===== src/rtl/pfenc_pkg.sv =====
// shared constants, types and helpers of the playfair pair encryptor
package pfenc_pkg;

   // key square geometry
   localparam int GRID_SIDE  = 6;
   localparam int GRID_CELLS = GRID_SIDE * GRID_SIDE;
   localparam int IDX_W      = $clog2(GRID_CELLS);
   localparam int POS_W      = $clog2(GRID_SIDE);
   localparam int SYM_W      = 8;

   // stream payload widths
   localparam int REQ_DATA_W = 32;
   localparam int RSP_DATA_W = 16;
   localparam int CIDX_W     = 6;

   // operation codes carried on req_tuser
   localparam logic OP_LOAD    = 1'b0;
   localparam logic OP_ENCRYPT = 1'b1;

   // status codes carried on rsp_tuser
   localparam logic STATUS_OK        = 1'b0;
   localparam logic STATUS_NOT_FOUND = 1'b1;

   typedef logic [SYM_W-1:0] sym_type;
   typedef logic [IDX_W-1:0] addr_type;
   typedef logic [POS_W-1:0] pos_type;

   // write port of the key store
   typedef struct packed {
      logic     en;
      addr_type addr;
      sym_type  data;
   } key_wr_type;

   // next row or column with wrap
   function automatic pos_type next_pos(input pos_type p);
      pos_type r;
      if (p == pos_type'(GRID_SIDE - 1)) begin
         r = '0;
      end else begin
         r = p + pos_type'(1);
      end
      return r;
   endfunction

   // row-major cell address of a row and column
   function automatic addr_type cell_addr(input pos_type row, input pos_type col);
      addr_type a;
      a = addr_type'(row) * addr_type'(GRID_SIDE) + addr_type'(col);
      return a;
   endfunction

endpackage


===== src/rtl/pfenc_key_store.sv =====
// key square storage: one write port, one registered read port, per-cell valid bits
module pfenc_key_store (
   input  logic                clock,
   input  logic                reset,
   input  pfenc_pkg::key_wr_type wr,
   input  pfenc_pkg::addr_type rd_addr,
   output pfenc_pkg::sym_type  rd_data
);
   import pfenc_pkg::*;

   sym_type                 key_mem [GRID_CELLS];
   logic [GRID_CELLS-1:0]   cell_valid_ff;
   sym_type                 rd_data_ff;
   logic                    rd_valid_ff;

   // memory write
   always_ff @(posedge clock) begin
      if (wr.en) begin
         key_mem[wr.addr] <= wr.data;
      end
   end

   // valid bits, cleared by reset so unwritten cells read as zero
   always_ff @(posedge clock) begin
      if (reset) begin
         cell_valid_ff <= '0;
      end else if (wr.en) begin
         cell_valid_ff[wr.addr] <= 1'b1;
      end
   end

   // registered read
   always_ff @(posedge clock) begin
      rd_data_ff <= key_mem[rd_addr];
   end

   always_ff @(posedge clock) begin
      if (reset) begin
         rd_valid_ff <= 1'b0;
      end else begin
         rd_valid_ff <= cell_valid_ff[rd_addr];
      end
   end

   assign rd_data = rd_valid_ff ? rd_data_ff : '0;

endmodule


===== src/rtl/playfair_6x6_pair_encrypt_unit.sv =====
// playfair 6x6 pair encryptor: sequencer scanning the key square through one read port
// load: no item out; an equal pair goes from ST_IDLE straight to ST_OUT; a missing symbol
// goes from ST_SCAN through ST_RESOLVE to ST_OUT; a normal pair adds ST_FETCH_A, B and W
// one encrypt item at a time: no new request is taken until ST_OUT hands the result over,
// which can wait on rsp_tready; the pace is set by the linear scan through the single read port
// reset: synchronous, active high; clears the sequencer, the output valid flag and
// the cell valid bits, so the whole key square reads as zero until loaded
module playfair_6x6_pair_encrypt_unit (
   input  logic                               clock,
   input  logic                               reset,
   input  logic                               req_tvalid,
   output logic                               req_tready,
   // [5:0] cell_index, [13:6] cell_symbol, [21:14] first_symbol,
   // [29:22] second_symbol, [31:30] zero
   input  logic [pfenc_pkg::REQ_DATA_W-1:0]   req_tdata,
   // [0] operation
   input  logic                               req_tuser,
   output logic                               rsp_tvalid,
   input  logic                               rsp_tready,
   // [7:0] cipher_first, [15:8] cipher_second
   output logic [pfenc_pkg::RSP_DATA_W-1:0]   rsp_tdata,
   // [0] status
   output logic                               rsp_tuser
);
   import pfenc_pkg::*;

   typedef enum logic [6:0] {
      ST_IDLE    = 7'b0000001,
      ST_SCAN    = 7'b0000010,
      ST_RESOLVE = 7'b0000100,
      ST_FETCH_A = 7'b0001000,
      ST_FETCH_B = 7'b0010000,
      ST_FETCH_W = 7'b0100000,
      ST_OUT     = 7'b1000000
   } state_type;

   state_type state_ff, state_in;

   // request fields
   logic                req_operation;
   logic [CIDX_W-1:0]   req_cell_index;
   sym_type             req_cell_symbol;
   sym_type             req_first_symbol;
   sym_type             req_second_symbol;
   logic                req_accept;

   assign req_operation     = req_tuser;
   assign req_cell_index    = req_tdata[5:0];
   assign req_cell_symbol   = req_tdata[13:6];
   assign req_first_symbol  = req_tdata[21:14];
   assign req_second_symbol = req_tdata[29:22];

   // working registers
   sym_type  sym_a_ff, sym_a_in;
   sym_type  sym_b_ff, sym_b_in;
   addr_type iss_addr_ff, iss_addr_in;
   pos_type  iss_row_ff, iss_row_in;
   pos_type  iss_col_ff, iss_col_in;
   logic     iss_active_ff, iss_active_in;
   pos_type  cmp_row_ff, cmp_row_in;
   pos_type  cmp_col_ff, cmp_col_in;
   logic     cmp_live_ff, cmp_live_in;
   logic     cmp_last_ff, cmp_last_in;
   logic     found_a_ff, found_a_in;
   logic     found_b_ff, found_b_in;
   pos_type  a_row_ff, a_row_in;
   pos_type  a_col_ff, a_col_in;
   pos_type  b_row_ff, b_row_in;
   pos_type  b_col_ff, b_col_in;
   addr_type addr1_ff, addr1_in;
   addr_type addr2_ff, addr2_in;
   sym_type  res_first_ff, res_first_in;
   sym_type  res_second_ff, res_second_in;
   logic     res_status_ff, res_status_in;

   // output register
   logic                    rsp_valid_ff, rsp_valid_in;
   logic [RSP_DATA_W-1:0]   rsp_data_ff, rsp_data_in;
   logic                    rsp_status_ff, rsp_status_in;

   // key store ports
   key_wr_type key_wr;
   addr_type   rd_addr;
   sym_type    rd_data;

   pfenc_key_store u_key_store (
      .clock   (clock),
      .reset   (reset),
      .wr      (key_wr),
      .rd_addr (rd_addr),
      .rd_data (rd_data)
   );

   assign req_tready = (state_ff == ST_IDLE);
   assign req_accept = req_tvalid && req_tready;

   // load writes, out-of-range cells dropped
   always_comb begin
      key_wr.en   = req_accept && (req_operation == OP_LOAD) &&
                    ((9)'(req_cell_index) < (9)'(GRID_CELLS));
      key_wr.addr = addr_type'(req_cell_index);
      key_wr.data = req_cell_symbol;
   end

   // read address select
   always_comb begin
      case (state_ff)
         ST_FETCH_A: rd_addr = addr1_ff;
         ST_FETCH_B: rd_addr = addr2_ff;
         default:    rd_addr = iss_addr_ff;
      endcase
   end

   // sequencer
   always_comb begin
      pos_type r1, c1, r2, c2;

      state_in      = state_ff;
      sym_a_in      = sym_a_ff;
      sym_b_in      = sym_b_ff;
      iss_addr_in   = iss_addr_ff;
      iss_row_in    = iss_row_ff;
      iss_col_in    = iss_col_ff;
      iss_active_in = iss_active_ff;
      cmp_row_in    = cmp_row_ff;
      cmp_col_in    = cmp_col_ff;
      cmp_live_in   = 1'b0;
      cmp_last_in   = cmp_last_ff;
      found_a_in    = found_a_ff;
      found_b_in    = found_b_ff;
      a_row_in      = a_row_ff;
      a_col_in      = a_col_ff;
      b_row_in      = b_row_ff;
      b_col_in      = b_col_ff;
      addr1_in      = addr1_ff;
      addr2_in      = addr2_ff;
      res_first_in  = res_first_ff;
      res_second_in = res_second_ff;
      res_status_in = res_status_ff;
      rsp_valid_in  = rsp_valid_ff && !rsp_tready;
      rsp_data_in   = rsp_data_ff;
      rsp_status_in = rsp_status_ff;

      r1 = a_row_ff;
      c1 = a_col_ff;
      r2 = b_row_ff;
      c2 = b_col_ff;

      case (state_ff)
         ST_IDLE: begin
            if (req_accept && (req_operation == OP_ENCRYPT)) begin
               sym_a_in = req_first_symbol;
               sym_b_in = req_second_symbol;
               if (req_first_symbol == req_second_symbol) begin
                  // equal pair passes through
                  res_first_in  = req_first_symbol;
                  res_second_in = req_second_symbol;
                  res_status_in = STATUS_OK;
                  state_in      = ST_OUT;
               end else begin
                  iss_addr_in   = '0;
                  iss_row_in    = '0;
                  iss_col_in    = '0;
                  iss_active_in = 1'b1;
                  cmp_last_in   = 1'b0;
                  found_a_in    = 1'b0;
                  found_b_in    = 1'b0;
                  state_in      = ST_SCAN;
               end
            end
         end

         ST_SCAN: begin
            // issue side: walk cells in row-major order
            if (iss_active_ff) begin
               cmp_live_in = 1'b1;
               cmp_row_in  = iss_row_ff;
               cmp_col_in  = iss_col_ff;
               cmp_last_in = (iss_addr_ff == addr_type'(GRID_CELLS - 1));
               if (iss_addr_ff == addr_type'(GRID_CELLS - 1)) begin
                  iss_active_in = 1'b0;
               end else begin
                  iss_addr_in = iss_addr_ff + addr_type'(1);
                  if (iss_col_ff == pos_type'(GRID_SIDE - 1)) begin
                     iss_col_in = '0;
                     iss_row_in = iss_row_ff + pos_type'(1);
                  end else begin
                     iss_col_in = iss_col_ff + pos_type'(1);
                  end
               end
            end
            // compare side: keep the first match of each symbol
            if (cmp_live_ff) begin
               if (!found_a_ff && (rd_data == sym_a_ff)) begin
                  found_a_in = 1'b1;
                  a_row_in   = cmp_row_ff;
                  a_col_in   = cmp_col_ff;
               end
               if (!found_b_ff && (rd_data == sym_b_ff)) begin
                  found_b_in = 1'b1;
                  b_row_in   = cmp_row_ff;
                  b_col_in   = cmp_col_ff;
               end
               if (cmp_last_ff) begin
                  state_in = ST_RESOLVE;
               end
            end
         end

         ST_RESOLVE: begin
            if (!(found_a_ff && found_b_ff)) begin
               res_first_in  = '0;
               res_second_in = '0;
               res_status_in = STATUS_NOT_FOUND;
               state_in      = ST_OUT;
            end else begin
               // playfair rule: same row, same column, or rectangle
               if (a_row_ff == b_row_ff) begin
                  c1 = next_pos(a_col_ff);
                  c2 = next_pos(b_col_ff);
               end else if (a_col_ff == b_col_ff) begin
                  r1 = next_pos(a_row_ff);
                  r2 = next_pos(b_row_ff);
               end else begin
                  c1 = b_col_ff;
                  c2 = a_col_ff;
               end
               addr1_in      = cell_addr(r1, c1);
               addr2_in      = cell_addr(r2, c2);
               res_status_in = STATUS_OK;
               state_in      = ST_FETCH_A;
            end
         end

         ST_FETCH_A: begin
            state_in = ST_FETCH_B;
         end

         ST_FETCH_B: begin
            res_first_in = rd_data;
            state_in     = ST_FETCH_W;
         end

         ST_FETCH_W: begin
            res_second_in = rd_data;
            state_in      = ST_OUT;
         end

         ST_OUT: begin
            // hand over once the output register is free
            if (!rsp_valid_ff || rsp_tready) begin
               rsp_valid_in  = 1'b1;
               rsp_data_in   = {res_second_ff, res_first_ff};
               rsp_status_in = res_status_ff;
               state_in      = ST_IDLE;
            end
         end

         default: begin
            state_in = ST_IDLE;
         end
      endcase
   end

   // control registers
   always_ff @(posedge clock) begin
      if (reset) begin
         state_ff      <= ST_IDLE;
         iss_active_ff <= 1'b0;
         cmp_live_ff   <= 1'b0;
         cmp_last_ff   <= 1'b0;
         found_a_ff    <= 1'b0;
         found_b_ff    <= 1'b0;
         rsp_valid_ff  <= 1'b0;
      end else begin
         state_ff      <= state_in;
         iss_active_ff <= iss_active_in;
         cmp_live_ff   <= cmp_live_in;
         cmp_last_ff   <= cmp_last_in;
         found_a_ff    <= found_a_in;
         found_b_ff    <= found_b_in;
         rsp_valid_ff  <= rsp_valid_in;
      end
   end

   // payload registers
   always_ff @(posedge clock) begin
      sym_a_ff      <= sym_a_in;
      sym_b_ff      <= sym_b_in;
      iss_addr_ff   <= iss_addr_in;
      iss_row_ff    <= iss_row_in;
      iss_col_ff    <= iss_col_in;
      cmp_row_ff    <= cmp_row_in;
      cmp_col_ff    <= cmp_col_in;
      a_row_ff      <= a_row_in;
      a_col_ff      <= a_col_in;
      b_row_ff      <= b_row_in;
      b_col_ff      <= b_col_in;
      addr1_ff      <= addr1_in;
      addr2_ff      <= addr2_in;
      res_first_ff  <= res_first_in;
      res_second_ff <= res_second_in;
      res_status_ff <= res_status_in;
      rsp_data_ff   <= rsp_data_in;
      rsp_status_ff <= rsp_status_in;
   end

   assign rsp_tvalid = rsp_valid_ff;
   assign rsp_tdata  = rsp_data_ff;
   assign rsp_tuser  = rsp_status_ff;

   // a not-found result carries zero symbols
   a_not_found_zero: assert property (@(posedge clock) disable iff (reset)
      (rsp_tvalid && (rsp_tuser == STATUS_NOT_FOUND)) |-> (rsp_tdata == '0))
      else $error("not-found result with nonzero symbols");

   // an unequal encrypt pair starts the scan at cell zero
   a_scan_start: assert property (@(posedge clock) disable iff (reset)
      (req_accept && (req_operation == OP_ENCRYPT) &&
       (req_first_symbol != req_second_symbol))
      |=> (state_ff == ST_SCAN) && (iss_addr_ff == '0) && !found_a_ff && !found_b_ff)
      else $error("scan did not start cleanly");

   // the scan ends after the compare of the last cell
   a_scan_end: assert property (@(posedge clock) disable iff (reset)
      ((state_ff == ST_SCAN) && cmp_live_ff && cmp_last_ff) |=> (state_ff == ST_RESOLVE))
      else $error("scan did not end at the last cell");

   // a missing symbol goes straight to the result with error status
   a_missing_symbol: assert property (@(posedge clock) disable iff (reset)
      ((state_ff == ST_RESOLVE) && !(found_a_ff && found_b_ff))
      |=> (state_ff == ST_OUT) && (res_status_ff == STATUS_NOT_FOUND))
      else $error("missing symbol not reported");

   // no new item while the sequencer is busy
   a_busy_no_accept: assert property (@(posedge clock) disable iff (reset)
      (state_ff != ST_IDLE) |-> !req_tready)
      else $error("item accepted while busy");

endmodule

===== config.mk =====
export PLATFORM = sky130hd
export DESIGN_NAME = playfair_6x6_pair_encrypt_unit
export DESIGN_NICKNAME = d
export VERILOG_FILES = /design/src/rtl/pfenc_pkg.sv /design/src/rtl/pfenc_key_store.sv /design/src/rtl/playfair_6x6_pair_encrypt_unit.sv
export SDC_FILE = /design/constraint.sdc
export NUM_CORES = 1
export LEC_CHECK = 0
export BUFFER_PORTS_ARGS = -buffer_cell sky130_fd_sc_hd__buf_2
export CAP_MARGIN = 15
export CELL_PAD_IN_SITES_DETAIL_PLACEMENT = 2
export CELL_PAD_IN_SITES_GLOBAL_PLACEMENT = 2
export CORE_ASPECT_RATIO = 0.6
export CORE_UTILIZATION = 40
export DETAILED_ROUTE_END_ITERATION = 10
export PLACE_DENSITY = 0.8
export SLEW_MARGIN = 20
export SYNTH_ARGS = -nofsm -noshare
export SYNTH_HDL_FRONTEND = slang
export SYNTH_SLANG_ARGS = --single-unit

===== constraint.sdc =====
create_clock -name clock -period 3.1 [get_ports clock]
set_input_delay 0.31 -clock clock [delete_from_list [all_inputs] [get_ports clock]]
set_output_delay 0.31 -clock clock [all_outputs]
set_load 0.005 [all_outputs]

==> results of run 1 <==
==> cells by family (layout without fill, tap and decap cells) <==
| family | count (synthesis) | in the layout | share of synthesized area [%] |
|---|---|---|---|
| DFF | 438 | 438 | 67.7 |
| muxes | 42 | 42 | 2.31 |
| other | 0 | 1 | 0 |
| adders and majority gates | 18 | 18 | 1.37 |
| and+or+nand+nor | 521 | 521 | 13.0 |
| buffers and inverters | 102 | 386 | 2.53 |
| AOI/OAI and AO/OA | 294 | 294 | 11.3 |
| xor gates and xnor gates | 38 | 38 | 1.79 |
==> through the flow <==
stage / hold WS, ps / cell area, µm² / setup TNS, ps / instances
after floorplan: 400 / 18600 / 0 / 1453
after global placement: 406 / 20800 / -46.2 / 2239
after detailed placement: 406 / 20800 / -1310 / 2239
after CTS: 5.98 / 22900 / -4.84 / 2350
after global routing: 15.5 / 23200 / -866 / 2358
final: 37.4 / 23200 / -437 / 2358
==> sequential cells by signal, summed over array words and instances, names as in the netlist, 6 cells and up <==
signal / cells
sym_b_ff: 8
res_second_ff: 8
sym_a_ff: 8
rsp_tdata: 16
iss_addr_ff: 6
addr1_ff: 6
u_key_store.key_mem: 288
addr2_ff: 6
res_first_ff: 8
u_key_store.rd_data_ff: 8
u_key_store.cell_valid_ff: 36
state_ff: 7
==> power by group through the flow <==
stage          logic (mW)  registers (mW)  clock network (mW)
3_5_place_dp         2.65            7.12                   0
2_1_floorplan        1.36            7.01                   0
5_1_grt              3.27            7.03                6.01
3_3_place_gp         2.46            7.08                   0
4_1_cts              2.88            6.99                5.74
6_report             3.14            7.01                5.73
==> final timing paths <==
kind | startpoint | end | slack, ps
worst max-delay path | state_ff[2] | u_key_store.rd_valid_ff | -160
worst min-delay path | req_tdata[25] | sym_b_ff[3] | 40
worst max register to register | state_ff[2] | u_key_store.rd_valid_ff | -160
worst min register to register | res_first_ff[3] | rsp_tdata[3] | 420
==> cell usage in the layout, fill, tap and decap left out, drive strengths merged, types with 6 or more instances in the layout <==
| cell | instances |
|---|---|
| a2111oi | 7 |
| inv | 24 |
| and2 | 8 |
| o41ai | 8 |
| xor2 | 11 |
| clkbuf | 63 |
| dfxtp | 58 |
| o22ai | 26 |
| nand2b | 11 |
| a21oi | 72 |
| and3 | 46 |
| clkinv | 12 |
| nor4 | 14 |
| xnor2 | 27 |
| edfxtp | 380 |
| nand2 | 205 |
| dlygate4sd3 | 15 |
| nor2 | 138 |
| ha | 14 |
| a211oi | 47 |
| mux2 | 7 |
| nand3 | 47 |
| buf | 268 |
| o2111ai | 9 |
| mux2i | 35 |
| o21ai | 48 |
| a311oi | 40 |
| nor3b | 6 |
| nand3b | 7 |
| a31oi | 9 |
| nor3 | 13 |
==> critical path, cell delays in order, from the launching register on <==
cell	delay, ps
dfxtp_2	330
or3_4	470
or4_4	570
buf_6	160
o21ai_4	290
buf_6	160
o21ai_2	100
a211oi_2	370
a2111oi_2	80
buf_4	150
and4_4	190
o221ai_4	270
==> metal layers <==
metal | vias to the layer above | routed length [µm] | track usage [%]
met1 | 7590 | 31600 | 41.2
met2 | 531 | 33900 | 47.1
li1 | 5958 | - | -
met4 | 2 | 1380 | 5.35
met3 | 107 | 4360 | 4.07
met5 | - | 13 | 0
==> area by class of cell <==
class / instances / area share (%)
repair buffers: 284 / 9.71
multi-input cells: 913 / 25.9
clock buffers: 63 / 5.89
inverters: 21 / 0.339
diodes: 1 / 0.0108
well taps: 620 / 3.34
flip-flops and latches: 438 / 54.1
clock inverters: 18 / 0.636
==> repair_timing <==
item | 4_1_cts | 5_1_grt
setup endpoints to repair | 12 | 76
buffers inserted | 14 | 7
pin swaps | 14 | 26
resized for setup | 50 | 55
hold endpoints to repair | 15 | 0
hold buffers | 15 | 0
cloned | 1 | 0
==> impl_metrics.py, run 1 <==
metrics = {
    "clock_tree": {
        "clkTransAtPathRegs_ps": 70,
        "numCtsBuffers": 44,
        "cts_buffer_depth": 3,
        "clock-root-buffer": "clkbuf_16",
        "numClockSinks": 438,
        "htree_num_levels": 2,
        "clk_latency_ps": 580,
        "cts_tree": "yes",
    },
    "route": {
        "first_iter_violations": 1514,
        "via_per_inst": 6.02,
        "wire_per_inst_um": 30.2,
        "drt-pass1-iter-count": 5,
        "drc": 0,
        "dr_total_vias": 14200,
        "finalWirelength_um": 71300,
        "antenna_left": 0,
    },
    "placed_design": {
        "place.gp.congestion": 0.841,
        "dpl.hpwl_um": 44500,
        "portBuffers": 53,
        "pre_cts_ws_ps": -212,
    },
    "worst_setup_path": {
        "worstSetupPathType": "register to register",
        "cp_max_fo": 7,
        "cp-start-kind": "register",
        "cp.arrival_ps": 3740,
        "endpoint_kind": "register",
        "reg2regPathDepth": 11,
        "cp.required_ps": 3580,
    },
    "status": {
        "status": "finished with violations",
        "violations": "negative setup slack",
    },
    "layout": {
        "drive_gt1_share_pct": 26.0,
        "final-seq-area_um2": 12600,
        "final_nets": 1757,
        "fill_cells": 4277,
        "multi_input_area_um2": 6020,
        "syn_to_final_growth_pct": 25.1,
        "fin_util_pct": 51.3,
    },
    "timing": {
        "setup_ws_ps": -161,
        "finClkSkew_ps": 38.0,
        "drv_slew": 0,
        "finalSetupViolCount": 9,
        "rsz0062_at_grt": "true",
        "final_hold_viol_count": 0,
        "fin_crit_sh_pct": 105,
        "tightest_slew_ps": 1050,
        "period_minus_slack_ps": 3260,
        "max-slew-margin-rel_pct": 30.0,
        "fmax_mhz": 307,
    },
    "synthesis": {
        "syn_area_per_cell_um2": 12.8,
        "yosysMostFrequentCell": "edfxtp_1",
        "synth_top_area_cell": "edfxtp_1",
        "synth-edff-count": 380,
        "synth_common_cells": "edfxtp_1, nand2_1, nor2_1, a21oi_1, dfxtp_1",
        "ys_warn_count": 0,
        "synth-main-ff-cell": "edfxtp_1",
        "ys_types": 73,
        "netlist_area_um2": 18600,
        "netlist.area_leader.share_pct": 61.5,
        "synthCells": 1453,
        "synth_seq_cells": 438,
        "synth_nets": 1508,
        "synth_area_leaders": "edfxtp_1, dfxtp_1, nand2_1, nor2_1, a21oi_1",
        "async_reset_ff_share_pct": 0,
        "ys_seq_area_share_pct": 67.7,
    },
    "worst_hold_path": {
        "holdPathStages": 1,
        "hp-class": "input port to register",
    },
    "floorplanning": {
        "io_pins": 56,
        "coreArea_um2": 45300,
        "rows": 60,
        "start_util_pct": 41.0,
        "die_w_um": 280,
        "die-height_um": 169,
        "die_area_um2": 47300,
    },
    "power": {
        "p_seq_share_pct": 44.1,
        "pwr-share-clk_pct": 36.1,
        "combinationalPowerShare_pct": 19.8,
        "power_mw": 15.9,
        "peakVddDrop_mv": 0.490,
        "powerDensity_nw_per_um2": 684,
        "p_int_mw": 11.2,
        "p_leak_nw": 8.29,
        "p_switching_mw": 4.71,
        "swShare_pct": 29.7,
    },
    "global_routing": {
        "grt_pass1_wl_um": 101000,
        "antenna_found_initial": 2,
        "grt_pass1_vias": 15000,
        "grt_max_degree": 43,
        "overflow": 0,
        "grt.total_usage_pct": 28.8,
    },
    "job": {
        "max-cap-violations": 0,
    },
}
Power figures use the tool's default switching activity.
==> run 2: changes to the inputs <==
--- a/config.mk
+++ b/config.mk
@@ -5,14 +5,15 @@
 export SDC_FILE = /design/constraint.sdc
 export NUM_CORES = 1
 export LEC_CHECK = 0
+export ABC_AREA = 1
 export BUFFER_PORTS_ARGS = -buffer_cell sky130_fd_sc_hd__buf_2
 export CAP_MARGIN = 15
 export CELL_PAD_IN_SITES_DETAIL_PLACEMENT = 2
 export CELL_PAD_IN_SITES_GLOBAL_PLACEMENT = 2
 export CORE_ASPECT_RATIO = 0.6
-export CORE_UTILIZATION = 40
+export CORE_UTILIZATION = 38
 export DETAILED_ROUTE_END_ITERATION = 10
-export PLACE_DENSITY = 0.8
+export PLACE_DENSITY = 0.79
 export SLEW_MARGIN = 20
 export SYNTH_ARGS = -nofsm -noshare
 export SYNTH_HDL_FRONTEND = slang
==> run 2 against run 1 <==
The run now ends clean; sequential share of layout area increased by 3.3 points; power is 6.0% lower; synthesized cell count up 15%; sequential cell count is the same; setup slack gained 300 ps; core utilization is 6.2 points lower; critical path type unchanged; largest power group unchanged; highest routed layer is now met4.
==> impl_metrics.py, run 2 <==
metrics = {
    "synthesis": {
        "netlist_area_um2": 18900,
        "ys_warn_count": 0,
        "ys_types": 48,
        "synthCells": 1669,
        "synth_seq_cells": 438,
        "async_reset_ff_share_pct": 0,
        "ys_seq_area_share_pct": 66.5,
        "syn_area_per_cell_um2": 11.3,
        "synth_common_cells": "edfxtp_1, nand2_1, nand3_1, inv_1, nor2_1",
        "synth-edff-count": 380,
        "synth_top_area_cell": "edfxtp_1",
        "synth_nets": 1724,
        "yosysMostFrequentCell": "edfxtp_1",
        "synth_area_leaders": "edfxtp_1, dfxtp_1, nand2_1, nand3_1, inv_1",
        "netlist.area_leader.share_pct": 60.4,
        "synth-main-ff-cell": "edfxtp_1",
    },
    "floorplanning": {
        "coreArea_um2": 48500,
        "die_w_um": 290,
        "rows": 62,
        "io_pins": 56,
        "die_area_um2": 50700,
        "start_util_pct": 39.0,
        "die-height_um": 175,
    },
    "global_routing": {
        "grt.total_usage_pct": 23.9,
        "grt_pass1_wl_um": 91400,
        "antenna_found_initial": 4,
        "grt_pass1_vias": 14900,
        "overflow": 0,
        "grt_max_degree": 76,
    },
    "power": {
        "peakVddDrop_mv": 0.468,
        "power_mw": 14.9,
        "p_leak_nw": 8.24,
        "powerDensity_nw_per_um2": 683,
    },
    "clock_tree": {
        "cts_buffer_depth": 3,
        "numCtsBuffers": 43,
        "numClockSinks": 438,
        "clk_latency_ps": 560,
        "cts_tree": "yes",
        "htree_num_levels": 2,
        "clock-root-buffer": "clkbuf_16",
        "clkTransAtPathRegs_ps": 70,
    },
    "placed_design": {
        "dpl.hpwl_um": 40700,
        "portBuffers": 53,
        "pre_cts_ws_ps": -133,
        "placed_cell_area_um2": 20300,
        "place.gp.congestion": 0.832,
        "dp_cells": 2372,
    },
    "layout": {
        "largest_reg_flops": 288,
        "syn_to_final_growth_pct": 15.7,
        "fin_util_pct": 45.1,
        "instances_no_fill": 2476,
        "layout_common_cells": "edfxtp_1, nand2_1, nand3_1",
        "final_common_cell": "edfxtp_1",
        "regMostFlops": "u_key_store.key_mem",
        "fill_cells": 4908,
        "drive_gt1_share_pct": 16.8,
        "final_nets": 1854,
        "fin_area_um2": 21900,
    },
    "worst_setup_path": {
        "cp_max_fo": 4,
        "cp-start-kind": "register",
        "worstSetupPathType": "register to register",
        "endpoint_kind": "register",
        "slowest_delay_ps": 530,
        "path_cells": "xor2_1 -> nor3_2 -> nand2_2 -> nor2_1 -> buf_4 -> a21oi_1 -> a21oi_1 -> inv_1 -> fa_1 -> nor2_1 -> xor2_1 -> xnor2_1",
        "cp.required_ps": 3390,
        "rrSetupSlack_ps": 140,
        "slowest_stage": "fa_1",
        "cp.arrival_ps": 3260,
    },
    "route": {
        "drc": 0,
        "antenna_left": 0,
        "drt-pass1-iter-count": 5,
        "wire_per_inst_um": 24.3,
        "via_per_inst": 5.37,
        "first_iter_violations": 1027,
        "dr_total_vias": 13300,
        "finalWirelength_um": 60100,
    },
    "timing": {
        "fmax_mhz": 337,
        "period_minus_slack_ps": 2960,
        "finalSetupViolCount": 0,
        "worst_hold_slack_ps": 91.2,
        "drv_slew": 0,
        "tightest_slew_ps": 951,
        "max-slew-margin-rel_pct": 36.6,
        "finClkSkew_ps": 18.7,
        "final.setup.tns_ps": 0,
        "setup_ws_ps": 135,
        "fin_crit_sh_pct": 95.6,
        "final_hold_viol_count": 0,
    },
    "job": {
        "max-cap-violations": 0,
    },
    "worst_hold_path": {
        "hp-class": "input port to register",
    },
    "status": {
        "status": "finished, final reports clean",
    },
}
==> run 2: changes by cell type in the layout (fill, tap and decap cells not counted), moves of 33 or more <==
cell,delta
mux2i_1,-35
nand3_1,+123
and3_1,-43
a21oi_2,+44
o21ai_0,+37
nand2_1,+104
buf_4,-113
a21oi_1,-42
inv_1,+143
o21ai_1,+61
nor2_1,-33
==> run 2: per-layer routing <==
metal | vias up | routed length (µm) | global-route usage (%)
met1 | 6922 | 27500 | 32.9
met3 | 72 | 2920 | 3.98
li1 | 6026 | - | -
met2 | 277 | 28600 | 40.0
met5 | - | 0 | 0
met4 | 0 | 1010 | 5.14
==> run 2: layout make-up <==
| type | instances | area [µm²] | share of cell area, % |
|---|---|---|---|
| clock buffer | 58 | 1160 | 5.31 |
| tap | 640 | 801 | 3.66 |
| antenna | 3 | 7.51 | 0.0343 |
| timing repair buffer | 158 | 1200 | 5.47 |
| multi-input combinational | 971 | 5240 | 23.9 |
| sequential | 438 | 12600 | 57.5 |
| inverter | 187 | 702 | 3.21 |
| clock inverter | 21 | 194 | 0.887 |
==> run 2: power breakdown <==
| group | internal (mW) | switching (mW) | leakage [nW] |
|---|---|---|---|
| registers | 6.70 | 0.133 | 3.90 |
| logic | 0.853 | 2.00 | 3.68 |
| clock network | 2.90 | 2.34 | 0.660 |
==> run 2: kinds of logic (layout without fill, tap and decap cells) <==
kind of cell	Yosys count	after routing	synth area share, %
XOR/XNOR	32	32	1.48
other	0	3	0
buffers and inverters	260	424	6.09
AND/OR/NAND/NOR	629	629	14.9
flip-flops	438	438	66.5
AO/OA/AOI/OAI	292	292	9.68
adder cells (fa/ha/maj)	18	18	1.35
==> run 2: worst paths after layout <==
kind                                        from            end  cells after the start
worst min-delay path                       reset    state_ff[4]                      2
worst max register to register       b_col_ff[2]    addr2_ff[4]                     12
worst min register to register  res_second_ff[4]  rsp_tdata[12]                      0
worst max-delay path                 b_col_ff[2]    addr2_ff[4]                     12
==> run 2: critical path, delay by kind of cell (launching register included) <==
family                     cells  cell delay, ps
and+or+nand+nor                4             700
adders and majority gates      1             530
xor gates and xnor gates       3             500
DFF                            1             460
buffers and inverters          2             260
AOI/OAI and AO/OA              2             250
==> run 2: repair_timing <==
item / CTS / global route
hold endpoints to repair: 16 / 0
setup endpoints to repair: 3 / 30
buffers inserted: 1 / 5
hold buffers: 16 / 0
gates resized for setup: 4 / 6
==> run 3: changes to the inputs <==
--- a/config.mk
+++ b/config.mk
@@ -5,16 +5,16 @@
 export SDC_FILE = /design/constraint.sdc
 export NUM_CORES = 1
 export LEC_CHECK = 0
-export ABC_AREA = 1
 export BUFFER_PORTS_ARGS = -buffer_cell sky130_fd_sc_hd__buf_2
 export CAP_MARGIN = 15
 export CELL_PAD_IN_SITES_DETAIL_PLACEMENT = 2
 export CELL_PAD_IN_SITES_GLOBAL_PLACEMENT = 2
 export CORE_ASPECT_RATIO = 0.6
-export CORE_UTILIZATION = 38
+export CORE_UTILIZATION = 42
 export DETAILED_ROUTE_END_ITERATION = 10
-export PLACE_DENSITY = 0.79
+export PLACE_DENSITY = 0.8
 export SLEW_MARGIN = 20
 export SYNTH_ARGS = -nofsm -noshare
 export SYNTH_HDL_FRONTEND = slang
+export SYNTH_HIERARCHICAL = 1
 export SYNTH_SLANG_ARGS = --single-unit
==> run 3 against run 2 <==
The flow now finishes with violations (negative setup slack); sequential power fell by 4.2%; clock skew rose by 34 ps; area after synthesis fell by 4.7%; clock-buffer cell count did not move; via count fell by 13%; first-iteration DRC count rose by 21%; critical path depth rose by 2; highest routed layer unchanged; global-route usage rose by 4.7 points; critical endpoint is now u_key_store/rd_data_ff[4]; die area fell by 14%; synthesized cell count fell by 33%; clock power rose by 9.2%; power fell by 8.3%.
==> impl_metrics.py, run 3 <==
metrics = {
    "status": {
        "status": "finished with violations",
        "violations": "negative setup slack",
    },
    "synthesis": {
        "syn_area_per_cell_um2": 16.0,
        "ys_types": 65,
        "synth-main-ff-cell": "edfxtp_1",
        "netlist_area_um2": 18000,
        "synthCells": 1124,
        "ys_seq_area_share_pct": 69.8,
        "async_reset_ff_share_pct": 0,
        "ys_warn_count": 6,
        "synth-edff-count": 380,
        "synth_area_leaders": "edfxtp_1, mux4_2, dfxtp_1, nor2_1, mux2i_1",
        "synth_seq_cells": 438,
        "netlist.area_leader.share_pct": 63.3,
        "synth_nets": 1177,
        "synth_top_area_cell": "edfxtp_1",
        "synth_common_cells": "edfxtp_1, nor2_1, nand2_1, dfxtp_1, mux4_2",
        "yosysMostFrequentCell": "edfxtp_1",
    },
    "timing": {
        "max-slew-margin-rel_pct": 40.3,
        "finClkSkew_ps": 52.2,
        "drv_slew": 0,
        "finalSetupViolCount": 9,
        "fin_crit_sh_pct": 106,
        "fmax_mhz": 305,
        "setup_ws_ps": -181,
        "tightest_slew_ps": 896,
        "period_minus_slack_ps": 3280,
        "worst_hold_slack_ps": 257,
        "rsz0062_at_grt": "true",
        "final_hold_viol_count": 0,
    },
    "layout": {
        "largest_reg_flops": 288,
        "fin_util_pct": 52.5,
        "final_common_cell": "edfxtp_1",
        "drive_gt1_share_pct": 31.6,
        "layout_common_cells": "edfxtp_1, nor2_1, buf_4",
        "regMostFlops": "u_key_store/key_mem",
        "fill_cells": 3782,
        "syn_to_final_growth_pct": 22.7,
        "final_nets": 1402,
    },
    "worst_hold_path": {
        "hp-class": "input port to register",
    },
    "global_routing": {
        "overflow": 0,
        "grt_pass1_vias": 12300,
        "grt_pass1_wl_um": 89600,
        "antenna_found_initial": 2,
        "grt_max_degree": 37,
        "grt.total_usage_pct": 28.6,
    },
    "floorplanning": {
        "die_area_um2": 43700,
        "die_w_um": 269,
        "start_util_pct": 42.8,
        "io_pins": 56,
        "coreArea_um2": 42100,
        "die-height_um": 162,
        "rows": 58,
    },
    "clock_tree": {
        "htree_num_levels": 2,
        "numCtsBuffers": 42,
        "cts_buffer_depth": 3,
        "clkTransAtPathRegs_ps": 70,
        "clk_latency_ps": 600,
        "numClockSinks": 438,
        "clock-root-buffer": "clkbuf_16",
        "cts_tree": "yes",
    },
    "route": {
        "first_iter_violations": 1247,
        "finalWirelength_um": 64100,
        "drc": 0,
        "via_per_inst": 5.91,
        "drt-pass1-iter-count": 5,
        "wire_per_inst_um": 32.8,
        "dr_total_vias": 11500,
        "antenna_left": 0,
    },
    "worst_setup_path": {
        "rrSetupSlack_ps": -180,
        "cp.required_ps": 3560,
        "endpoint_kind": "register",
        "cp_max_fo": 5,
        "cp.arrival_ps": 3750,
        "cp-start-kind": "register",
        "worstSetupPathType": "register to register",
    },
    "job": {
        "max-cap-violations": 0,
    },
    "power": {
        "peakVddDrop_mv": 0.376,
        "p_leak_nw": 7.66,
        "powerDensity_nw_per_um2": 619,
    },
    "placed_design": {
        "pre_cts_ws_ps": -686,
        "place.gp.congestion": 0.867,
        "dpl.hpwl_um": 38200,
        "portBuffers": 53,
    },
}
[run 3: changes by cell type after synthesis, moves of 14 or more]
cell and delta:
inv_1 -151, a21oi_2 -44, buf_2 -16, mux2i_1 +46, o21ai_0 -58, o21a_1 -35
inv_2 -21, nor2_1 +53, nand3_1 -162, a22oi_1 +14, nor2b_1 +17, mux4_2 +53
nand2_1 -232, o21ai_1 -64
[run 3: kinds of logic after synthesis]
group                      count (synthesis)  synth area share, %
DFF                                      438                 69.8
and+or+nand+nor                          333                 8.61
AOI/OAI and AO/OA                        118                 4.92
muxes                                    114                 11.0
buffers and inverters                     60                 2.26
xor gates and xnor gates                  45                 2.19
adders and majority gates                 16                 1.28
[run 3: where the power goes]
group	internal [mW]	switching [mW]	leakage, nW
clock network	3.26	2.46	0.723
logic	0.584	0.836	3.04
registers	6.47	0.0717	3.90
total	10.3	3.37	7.66
[run 3: path summary, 6_finish.rpt]
kind,from,endpoint,cells past startpoint
worst max-delay path,state_ff[0],u_key_store/rd_data_ff[4],14
worst min-delay path,rsp_tready,rsp_tvalid,3
worst max register to register,state_ff[0],u_key_store/rd_data_ff[4],14
worst min register to register,res_second_ff[2],rsp_tdata[10],0
[run 3: what timing repair did]
item,in CTS,in global routing
setup buffers,18,24
hold endpoints to repair,16,0
hold buffers,16,0
gates resized for setup,67,56
cloned,1,2
setup endpoints to repair,22,239
pin swaps,23,20
[run 3: layout make-up]
type / count / area, µm² / share of cell area, %
antenna: 2 / 5.00 / 0.0226
clock buffer: 58 / 1210 / 5.49
clock inverter: 19 / 269 / 1.22
inverter: 13 / 48.8 / 0.221
multi-input combinational: 626 / 5400 / 24.4
sequential: 438 / 12600 / 56.9
tap: 570 / 713 / 3.23
timing repair buffer: 228 / 1880 / 8.49
[run 3: metal layers]
layer | GRT usage (%) | wire [µm] | vias to the layer above
met2 | 47.1 | 30800 | 498
met3 | 4.33 | 4540 | 110
li1 | - | - | 4739
met1 | 40.2 | 27100 | 6201
met5 | 0 | 0 | -
met4 | 7.05 | 1690 | 0
[run 3: per-stage QoR]
stage	TNS, ps	instances	power, mW	cell area (µm²)
after floorplan	0	1124	7.28	18000
after global placement	-448	1815	7.70	19600
after detailed placement	-5420	1815	7.78	19600
after CTS	-536	1927	13.5	21700
after global routing	-2250	1953	14.0	22100
final	-1120	1954	13.7	22100
[run 3: worst max-delay path: stages (launching register included)]
cell and delay [ps]:
dfxtp_4 360, nor4_4 340, nand2b_1 150, nor3b_2 280, buf_4 210, a22oi_2 110, nand2_4 130, buf_12 150
buf_12 120, buf_8 120, mux4_2 550, mux2i_2 220, nor2_1 100, a211oi_2 240, a211oi_2 80
